### src/rtl/msms_pkg.sv
package msms_pkg;

  localparam int TIMER_W = 24;
  localparam logic [TIMER_W-1:0] TIMER_MAX = {TIMER_W{1'b1}};

  localparam int REPLY_CAPACITY = 256;
  localparam int FILL_W = $clog2(REPLY_CAPACITY);
  localparam logic [FILL_W-1:0] FILL_MAX = FILL_W'(REPLY_CAPACITY - 1);

  localparam int NKW = 6;
  localparam int KW_OK = 0;
  localparam int KW_PROMPT = 1;
  localparam int KW_CMGS = 2;
  localparam int KW_ERROR = 3;
  localparam int KW_REG_HOME = 4;
  localparam int KW_REG_ROAM = 5;

  localparam logic [3:0] PH_BOOT = 4'd0;
  localparam logic [3:0] PH_PROBE = 4'd1;
  localparam logic [3:0] PH_PROBE_WAIT = 4'd2;
  localparam logic [3:0] PH_TEXT = 4'd3;
  localparam logic [3:0] PH_TEXT_WAIT = 4'd4;
  localparam logic [3:0] PH_READY = 4'd5;
  localparam logic [3:0] PH_HEADER = 4'd6;
  localparam logic [3:0] PH_PROMPT_WAIT = 4'd7;
  localparam logic [3:0] PH_BODY = 4'd8;
  localparam logic [3:0] PH_SEND_WAIT = 4'd9;
  localparam logic [3:0] PH_REG = 4'd10;
  localparam logic [3:0] PH_REG_WAIT = 4'd11;

  localparam logic [2:0] ACT_NONE = 3'd0;
  localparam logic [2:0] ACT_PROBE = 3'd1;
  localparam logic [2:0] ACT_TEXT = 3'd2;
  localparam logic [2:0] ACT_REG = 3'd3;
  localparam logic [2:0] ACT_HEADER = 3'd4;
  localparam logic [2:0] ACT_BODY = 3'd5;

  localparam logic [1:0] OUT_NONE = 2'd0;
  localparam logic [1:0] OUT_CONFIRMED = 2'd1;
  localparam logic [1:0] OUT_ERROR = 2'd2;
  localparam logic [1:0] OUT_TIMEOUT = 2'd3;

  localparam logic [2:0] REG_BOOT_WAIT = 3'd0;
  localparam logic [2:0] REG_REPLY_TIMEOUT = 3'd1;
  localparam logic [2:0] REG_PROMPT_TIMEOUT = 3'd2;
  localparam logic [2:0] REG_SEND_TIMEOUT = 3'd3;
  localparam logic [2:0] REG_INTERVAL = 3'd4;

  typedef struct packed {
    logic [TIMER_W-1:0] boot_wait_ms;
    logic [TIMER_W-1:0] reply_timeout_ms;
    logic [TIMER_W-1:0] prompt_timeout_ms;
    logic [TIMER_W-1:0] send_timeout_ms;
    logic [TIMER_W-1:0] message_interval_ms;
  } cfg_t;

  typedef struct packed {
    logic [2:0] action;
    logic [3:0] phase;
    logic [1:0] outcome;
  } res_t;

  function automatic logic [2:0] kw_len(input logic [2:0] k);
    case (k)
      3'd0: kw_len = 3'd2;
      3'd1: kw_len = 3'd1;
      3'd2: kw_len = 3'd5;
      3'd3: kw_len = 3'd5;
      3'd4: kw_len = 3'd3;
      3'd5: kw_len = 3'd3;
      default: kw_len = 3'd1;
    endcase
  endfunction

  function automatic logic [7:0] kw_char(input logic [2:0] k, input logic [2:0] p);
    logic [39:0] text;
    case (k)
      3'd0: text = 40'h00_00_00_4B_4F;
      3'd1: text = 40'h00_00_00_00_3E;
      3'd2: text = 40'h53_47_4D_43_2B;
      3'd3: text = 40'h52_4F_52_52_45;
      3'd4: text = 40'h00_00_31_2C_30;
      3'd5: text = 40'h00_00_35_2C_30;
      default: text = 40'h0;
    endcase
    case (p)
      3'd0: kw_char = text[7:0];
      3'd1: kw_char = text[15:8];
      3'd2: kw_char = text[23:16];
      3'd3: kw_char = text[31:24];
      3'd4: kw_char = text[39:32];
      default: kw_char = 8'h00;
    endcase
  endfunction

endpackage

### src/rtl/msms_match.sv
module msms_match import msms_pkg::*; (
  input  logic           clk,
  input  logic           rst,
  input  logic           take,
  input  logic [7:0]     rx_byte,
  input  logic           clear,
  output logic [NKW-1:0] found
);

  logic [FILL_W-1:0] fill;
  logic [FILL_W-1:0] fill_next;
  logic              stopped;
  logic              stopped_next;
  logic [2:0]        progress [NKW];
  logic [2:0]        progress_next [NKW];
  logic [NKW-1:0]    found_next;

  always_comb begin
    logic [2:0] p;
    p = 3'd0;
    fill_next = fill;
    stopped_next = stopped;
    found_next = found;
    for (int k = 0; k < NKW; k++) begin
      progress_next[k] = progress[k];
    end
    if (clear) begin
      fill_next = '0;
      stopped_next = 1'b0;
      found_next = '0;
      for (int k = 0; k < NKW; k++) begin
        progress_next[k] = 3'd0;
      end
    end else if (take && !stopped && fill != FILL_MAX) begin
      fill_next = fill + 1'b1;
      if (rx_byte == 8'h00) begin
        stopped_next = 1'b1;
      end else begin
        for (int k = 0; k < NKW; k++) begin
          p = progress[k];
          if (p < kw_len(3'(k)) && kw_char(3'(k), p) == rx_byte) begin
            p = p + 3'd1;
          end else if (kw_char(3'(k), 3'd0) == rx_byte) begin
            p = 3'd1;
          end else begin
            p = 3'd0;
          end
          if (p >= kw_len(3'(k))) begin
            found_next[k] = 1'b1;
            p = 3'd0;
          end
          progress_next[k] = p;
        end
      end
    end
  end

  always_ff @(posedge clk) begin
    if (rst) begin
      fill <= '0;
      stopped <= 1'b0;
      found <= '0;
      for (int k = 0; k < NKW; k++) begin
        progress[k] <= 3'd0;
      end
    end else begin
      fill <= fill_next;
      stopped <= stopped_next;
      found <= found_next;
      for (int k = 0; k < NKW; k++) begin
        progress[k] <= progress_next[k];
      end
    end
  end

endmodule

### src/rtl/msms_seq.sv
module msms_seq import msms_pkg::*; (
  input  logic           clk,
  input  logic           rst,
  input  logic           tick,
  input  logic           step_enable,
  input  logic [NKW-1:0] found,
  input  cfg_t           cfg,
  output logic           clear,
  output res_t           res
);

  logic [3:0]         phase;
  logic [3:0]         phase_next;
  logic [TIMER_W-1:0] elapsed;
  logic [TIMER_W-1:0] elapsed_next;
  logic [TIMER_W-1:0] since;
  logic [TIMER_W-1:0] since_next;
  logic [TIMER_W-1:0] elapsed_inc;
  logic [TIMER_W-1:0] since_inc;

  assign elapsed_inc = (elapsed == TIMER_MAX) ? elapsed : elapsed + 1'b1;
  assign since_inc = (since == TIMER_MAX) ? since : since + 1'b1;

  always_comb begin
    phase_next = phase;
    elapsed_next = elapsed;
    since_next = since;
    clear = 1'b0;
    res.action = ACT_NONE;
    res.outcome = OUT_NONE;
    if (tick) begin
      elapsed_next = elapsed_inc;
      since_next = since_inc;
      if (step_enable) begin
        case (phase)
          PH_BOOT: begin
            if (elapsed_inc > cfg.boot_wait_ms) phase_next = PH_PROBE;
          end
          PH_PROBE: begin
            res.action = ACT_PROBE;
            phase_next = PH_PROBE_WAIT;
            elapsed_next = '0;
          end
          PH_PROBE_WAIT: begin
            if (found[KW_OK]) begin
              clear = 1'b1;
              phase_next = PH_TEXT;
            end else if (elapsed_inc > cfg.reply_timeout_ms) begin
              phase_next = PH_PROBE;
            end
          end
          PH_TEXT: begin
            res.action = ACT_TEXT;
            phase_next = PH_TEXT_WAIT;
            elapsed_next = '0;
          end
          PH_TEXT_WAIT: begin
            if (found[KW_OK]) begin
              clear = 1'b1;
              phase_next = PH_REG;
            end else if (elapsed_inc > cfg.reply_timeout_ms) begin
              phase_next = PH_TEXT;
            end
          end
          PH_READY: begin
            if (since_inc >= cfg.message_interval_ms) begin
              since_next = '0;
              phase_next = PH_HEADER;
            end
          end
          PH_HEADER: begin
            clear = 1'b1;
            res.action = ACT_HEADER;
            phase_next = PH_PROMPT_WAIT;
            elapsed_next = '0;
          end
          PH_PROMPT_WAIT: begin
            if (found[KW_PROMPT]) begin
              clear = 1'b1;
              phase_next = PH_BODY;
            end else if (elapsed_inc > cfg.prompt_timeout_ms) begin
              phase_next = PH_READY;
              res.outcome = OUT_TIMEOUT;
            end
          end
          PH_BODY: begin
            clear = 1'b1;
            res.action = ACT_BODY;
            phase_next = PH_SEND_WAIT;
            elapsed_next = '0;
          end
          PH_SEND_WAIT: begin
            if (found[KW_CMGS]) begin
              clear = 1'b1;
              phase_next = PH_READY;
              res.outcome = OUT_CONFIRMED;
            end else if (found[KW_ERROR]) begin
              clear = 1'b1;
              phase_next = PH_READY;
              res.outcome = OUT_ERROR;
            end else if (elapsed_inc > cfg.send_timeout_ms) begin
              phase_next = PH_READY;
              res.outcome = OUT_TIMEOUT;
            end
          end
          PH_REG: begin
            res.action = ACT_REG;
            phase_next = PH_REG_WAIT;
            elapsed_next = '0;
          end
          PH_REG_WAIT: begin
            if (found[KW_REG_HOME] || found[KW_REG_ROAM]) begin
              clear = 1'b1;
              phase_next = PH_READY;
            end else if (elapsed_inc > cfg.reply_timeout_ms) begin
              phase_next = PH_REG;
            end
          end
          default: begin
            phase_next = PH_BOOT;
          end
        endcase
      end
    end
    res.phase = phase_next;
  end

  always_ff @(posedge clk) begin
    if (rst) begin
      phase <= PH_BOOT;
      elapsed <= '0;
      since <= '0;
    end else begin
      phase <= phase_next;
      elapsed <= elapsed_next;
      since <= since_next;
    end
  end

endmodule

### src/rtl/modem_sms_command_sequencer.sv
// Text-message sequencer for a cellular modem. Each input item is either a
// one-millisecond tick that steps the sequencer or a received modem byte that
// feeds the keyword matchers, and each item yields exactly one result item
// in the cycle after it is accepted. The block takes one item per clock cycle
// whenever the single output register, which is the only stage, is empty or
// its result is taken in the same cycle. Configuration registers are written
// through their own port, which is always ready, and should only be written
// while no item is in flight.
module modem_sms_command_sequencer import msms_pkg::*; (
  input  logic               clk,
  input  logic               rst,
  input  logic               in_valid,
  output logic               in_ready,
  input  logic               command,
  input  logic [7:0]         rx_byte,
  input  logic               step_enable,
  output logic               out_valid,
  input  logic               out_ready,
  output logic [2:0]         action,
  output logic [3:0]         phase,
  output logic [1:0]         outcome,
  input  logic               cfg_valid,
  output logic               cfg_ready,
  input  logic [2:0]         cfg_index,
  input  logic [TIMER_W-1:0] cfg_data
);

  cfg_t           cfg;
  logic           accept;
  logic           clear;
  logic [NKW-1:0] found;
  res_t           res;

  assign in_ready = !out_valid || out_ready;
  assign accept = in_valid && in_ready;
  assign cfg_ready = 1'b1;

  always_ff @(posedge clk) begin
    if (rst) begin
      cfg.boot_wait_ms <= TIMER_W'(10000);
      cfg.reply_timeout_ms <= TIMER_W'(2000);
      cfg.prompt_timeout_ms <= TIMER_W'(5000);
      cfg.send_timeout_ms <= TIMER_W'(15000);
      cfg.message_interval_ms <= TIMER_W'(60000);
    end else if (cfg_valid && cfg_ready) begin
      case (cfg_index)
        REG_BOOT_WAIT: cfg.boot_wait_ms <= cfg_data;
        REG_REPLY_TIMEOUT: cfg.reply_timeout_ms <= cfg_data;
        REG_PROMPT_TIMEOUT: cfg.prompt_timeout_ms <= cfg_data;
        REG_SEND_TIMEOUT: cfg.send_timeout_ms <= cfg_data;
        REG_INTERVAL: cfg.message_interval_ms <= cfg_data;
        default: ;
      endcase
    end
  end

  msms_match u_match (
    .clk     (clk),
    .rst     (rst),
    .take    (accept && command),
    .rx_byte (rx_byte),
    .clear   (clear),
    .found   (found)
  );

  msms_seq u_seq (
    .clk         (clk),
    .rst         (rst),
    .tick        (accept && !command),
    .step_enable (step_enable),
    .found       (found),
    .cfg         (cfg),
    .clear       (clear),
    .res         (res)
  );

  always_ff @(posedge clk) begin
    if (rst) begin
      out_valid <= 1'b0;
    end else if (accept) begin
      out_valid <= 1'b1;
    end else if (out_ready) begin
      out_valid <= 1'b0;
    end
  end

  always_ff @(posedge clk) begin
    if (accept) begin
      action <= res.action;
      phase <= res.phase;
      outcome <= res.outcome;
    end
  end

  a_phase_range: assert property (@(posedge clk) disable iff (rst)
    out_valid |-> phase <= PH_REG_WAIT)
    else $error("result phase out of range");

  a_action_outcome: assert property (@(posedge clk) disable iff (rst)
    out_valid |-> (action == ACT_NONE || outcome == OUT_NONE))
    else $error("action and outcome in the same result");

  a_byte_quiet: assert property (@(posedge clk) disable iff (rst)
    accept && command |=> out_valid && action == ACT_NONE && outcome == OUT_NONE
      && phase == $past(u_seq.phase))
    else $error("received byte item changed the sequencer");

endmodule
### config.mk
export PLATFORM = sky130hd
export DESIGN_NAME = modem_sms_command_sequencer
export DESIGN_NICKNAME = d
export VERILOG_FILES = /design/src/rtl/msms_pkg.sv /design/src/rtl/msms_match.sv /design/src/rtl/msms_seq.sv /design/src/rtl/modem_sms_command_sequencer.sv
export SDC_FILE = /design/constraint.sdc
export NUM_CORES = 1
export LEC_CHECK = 0
export ABC_AREA = 1
export BUFFER_PORTS_ARGS = -buffer_cell sky130_fd_sc_hd__buf_4
export CAP_MARGIN = 10
export CORE_MARGIN = 1.5
export CORE_UTILIZATION = 42
export DETAILED_ROUTE_END_ITERATION = 7
export GPL_TIMING_DRIVEN = 0
export PLACE_DENSITY = 0.69
export SLEW_MARGIN = 20
export SYNTH_ARGS = -nofsm -noshare
export SYNTH_HDL_FRONTEND = slang
export SYNTH_SLANG_ARGS = --single-unit
### constraint.sdc
create_clock -name clk -period 5 [get_ports clk]
set_clock_uncertainty 0.15 [all_clocks]
set_input_delay 1 -clock clk [delete_from_list [all_inputs] [get_ports clk]]
set_output_delay 1 -clock clk [all_outputs]
set_load 0.01 [all_outputs]
==> qor.csv <==
metric,value,unit
fp.dieW,178.8,µm
final_common_cell,nand2_1,
htree_num_levels,1,
hp-start,u_match.progress[0][2]$_SDFFE_PP0P_,
vdd_drop_max,211.9,µV
grt_pass1_wl,58860,µm
ys_ff_latch,212,
dpl_cell_area,13850,µm²
synth_cells,1809,
r2r_slack,0.62,ns
die_y,178.8,µm
crit_path_end_kind,flop,
cts-buffers-inserted,25,
place.gp.congestion,0.9586,
initial_core_util,42.56,%
netlist_area,12990,µm²
timing.fmax,0.2284,GHz
root_buffer,clkbuf_16,
grt_usage,23.17,%
worstSetupPathType,flop to flop,
synth_top_area_share,31.29,%
setup-violations-final,0,
drive_gt1_share,7.895,%
fin_area,14670,µm²
syn_avg_cell_area,7.179,µm²
ys_seq_area_share,33.38,%
vias_per_cell,5.321,
n_antenna_cell,0,
drtIter0Drc,910,
min_path_type,flop to flop,
synth_top_area_cell,dfxtp_1,
cp_max_fo,5,
vias,12220,
clk_pin_slew,0.06,ns
cp.arrival,4.50,ns
finalNetCount,2069,
grt_start_max_net_pins,14,
start_kind,flop,
power.leakage,0.006565,µW
rows,64,
cts_setup_buffers,0,
fp.coreArea,30510,µm²
worstSetupStartpoint,u_seq.elapsed[2]$_SDFFE_PP0P_,
io_pins,54,
firstDrtPassIters,5,
yosysWarnings,0,
cts_resized,0,
wl_per_cell,15.82,µm
dp_hpwl,28200,µm
period_needed,4.379,ns
grt_remaining_overflow,0,
slew_viol_final,0,
relSlewSlack,25.93,%
ctsLongestPathBuffers,3,
area_growth,12.98,%
synth.area.top_cells,"dfxtp_1 31%, ha_1 14%, nand2_1 9.9%",
crit-reg2reg-launch,u_seq.elapsed[2]$_SDFFE_PP0P_,
tns,0,ns
cp.required,5.12,ns
synth.distinct_cells,50,
antenna_found_initial,0,
cts_tree,built,
cts_sinks,212,
io_buffers,49,
wl,36330,µm
rsz0062_at_grt,no,
maxCapViolCount,0,
drcViolationCount,0,
status,finished clean,
final_cell_mix,"343 x nand2_1, 248 x inv_1, 229 x a21oi_1",
die-area,31980,µm²
grt_pass1_vias,11560,
clkLatencyLatePin,0.54,ns
period_share,87.58,%
syn-num-nets,1993,
finalHoldViolCount,0,
ant_nets,0,
ctsHoldBuffers,0,
p_per_area,270.5,nW/µm²
tightest_slew,1.099,ns
[critical path, cell delays in order (launching register included)]
cell and delay, ns:
dfxtp_1 0.45, inv_1 0.13, nor3_2 0.21, nand2_1 0.16, a21oi_2 0.24, nand3_1 0.20, nor2_1 0.17, xor2_1 0.54
ha_1 0.38, a21oi_1 0.16, nand2_1 0.07, a21oi_1 0.26, nand3_1 0.29, nand2_1 0.21, nand2_1 0.06, o21ai_0 0.07
nand2_1 0.07, o21ai_0 0.21, nand2_1 0.08
[Yosys cell counts, drive strengths merged]
library cell and instances:
a21o 4, o21ai 139, clkbuf 47, clkinv 2, xor2 29, or4 1
and2 2, nand3 78, nor2 138, buf 13, o21a 7, edfxtp 9
a22oi 3, o21bai 1, a21boi 2, o211ai 28, mux2i 2, o41ai 1
xnor2 14, nor4 6, inv 257, nand2 353, dfxtp 203, a21oi 232
nor3b 1, conb 1, nand3b 5, nor3 42, a221oi 2, ha 142
a211oi 7, or2 2, a31oi 3, nand4 33
[registers in the layout, indices dropped and copies added (netlist names), 2 cells and up]
name and cells:
u_seq.elapsed 24, cfg 120, outcome 2, u_match.found 6
u_match.fill 8, action 3, u_seq.phase 4, u_match.progress 15
phase 4, u_seq.since 24
[cells by family (layout without fill, tap and decap cells)]
group / after synthesis / count (layout) / synth area share [%]
fa+ha+maj: 142 / 142 / 13.68
mux: 2 / 2 / 0.1542
simple gates: 661 / 661 / 22.43
buf+inv: 319 / 410 / 9.384
other cells: 1 / 1 / 0.02888
compound gates: 429 / 429 / 17.87
xor+xnor: 43 / 43 / 3.074
flops: 212 / 212 / 33.38
[where the power goes]
group	leakage [µW]	switching (µW)	internal [µW]
Combinational	0.00442	234	110
Clock	0.000404	741	1120
Sequential	0.00174	15.7	1740
Total	0.00657	991	2980
[final cells by class]
type                    count  area, µm²
well taps                 396      495.5
fillers                  3042      15840
plain buffers              60      246.5
flip-flops and latches    212       4334
repair buffers             49      367.9
multi-input cells        1278       7433
inverters                 259      972.2
clock buffers              33      695.7
clock inverters             9      126.4
[metal layers]
metal | track usage [%] | share of wire (%)
met1 | 29.44 | 44
met2 | 39.56 | 46
met3 | 3.499 | 6.7
met4 | 8.438 | 3.7
met5 | 0 | 0
[per-stage QoR]
step	hold WS [ns]	std cells	utilization [%]	total power [µW]	setup slack (ns)
finish	0.2949	2296	48.09	3969	0.6209
global route	0.3161	2296	48.09	4115	0.3576
global placement	0.2853	2254	45.39	2126	0.6919
floorplan	0.2674	1809	-	2000	1.899
CTS	0.2988	2296	48.09	3987	0.6614
detailed placement	0.2897	2254	45.39	2135	0.6910
[final timing paths]
kind | to | cells after the start
setup / recovery | phase[0]$_DFFE_PP_ | 18
hold / removal | u_match.progress[0][2]$_SDFFE_PP0P_ | 2
setup reg to reg | phase[0]$_DFFE_PP_ | 18
hold reg to reg | u_match.progress[0][2]$_SDFFE_PP0P_ | 2
Power figures use the tool's default switching activity.
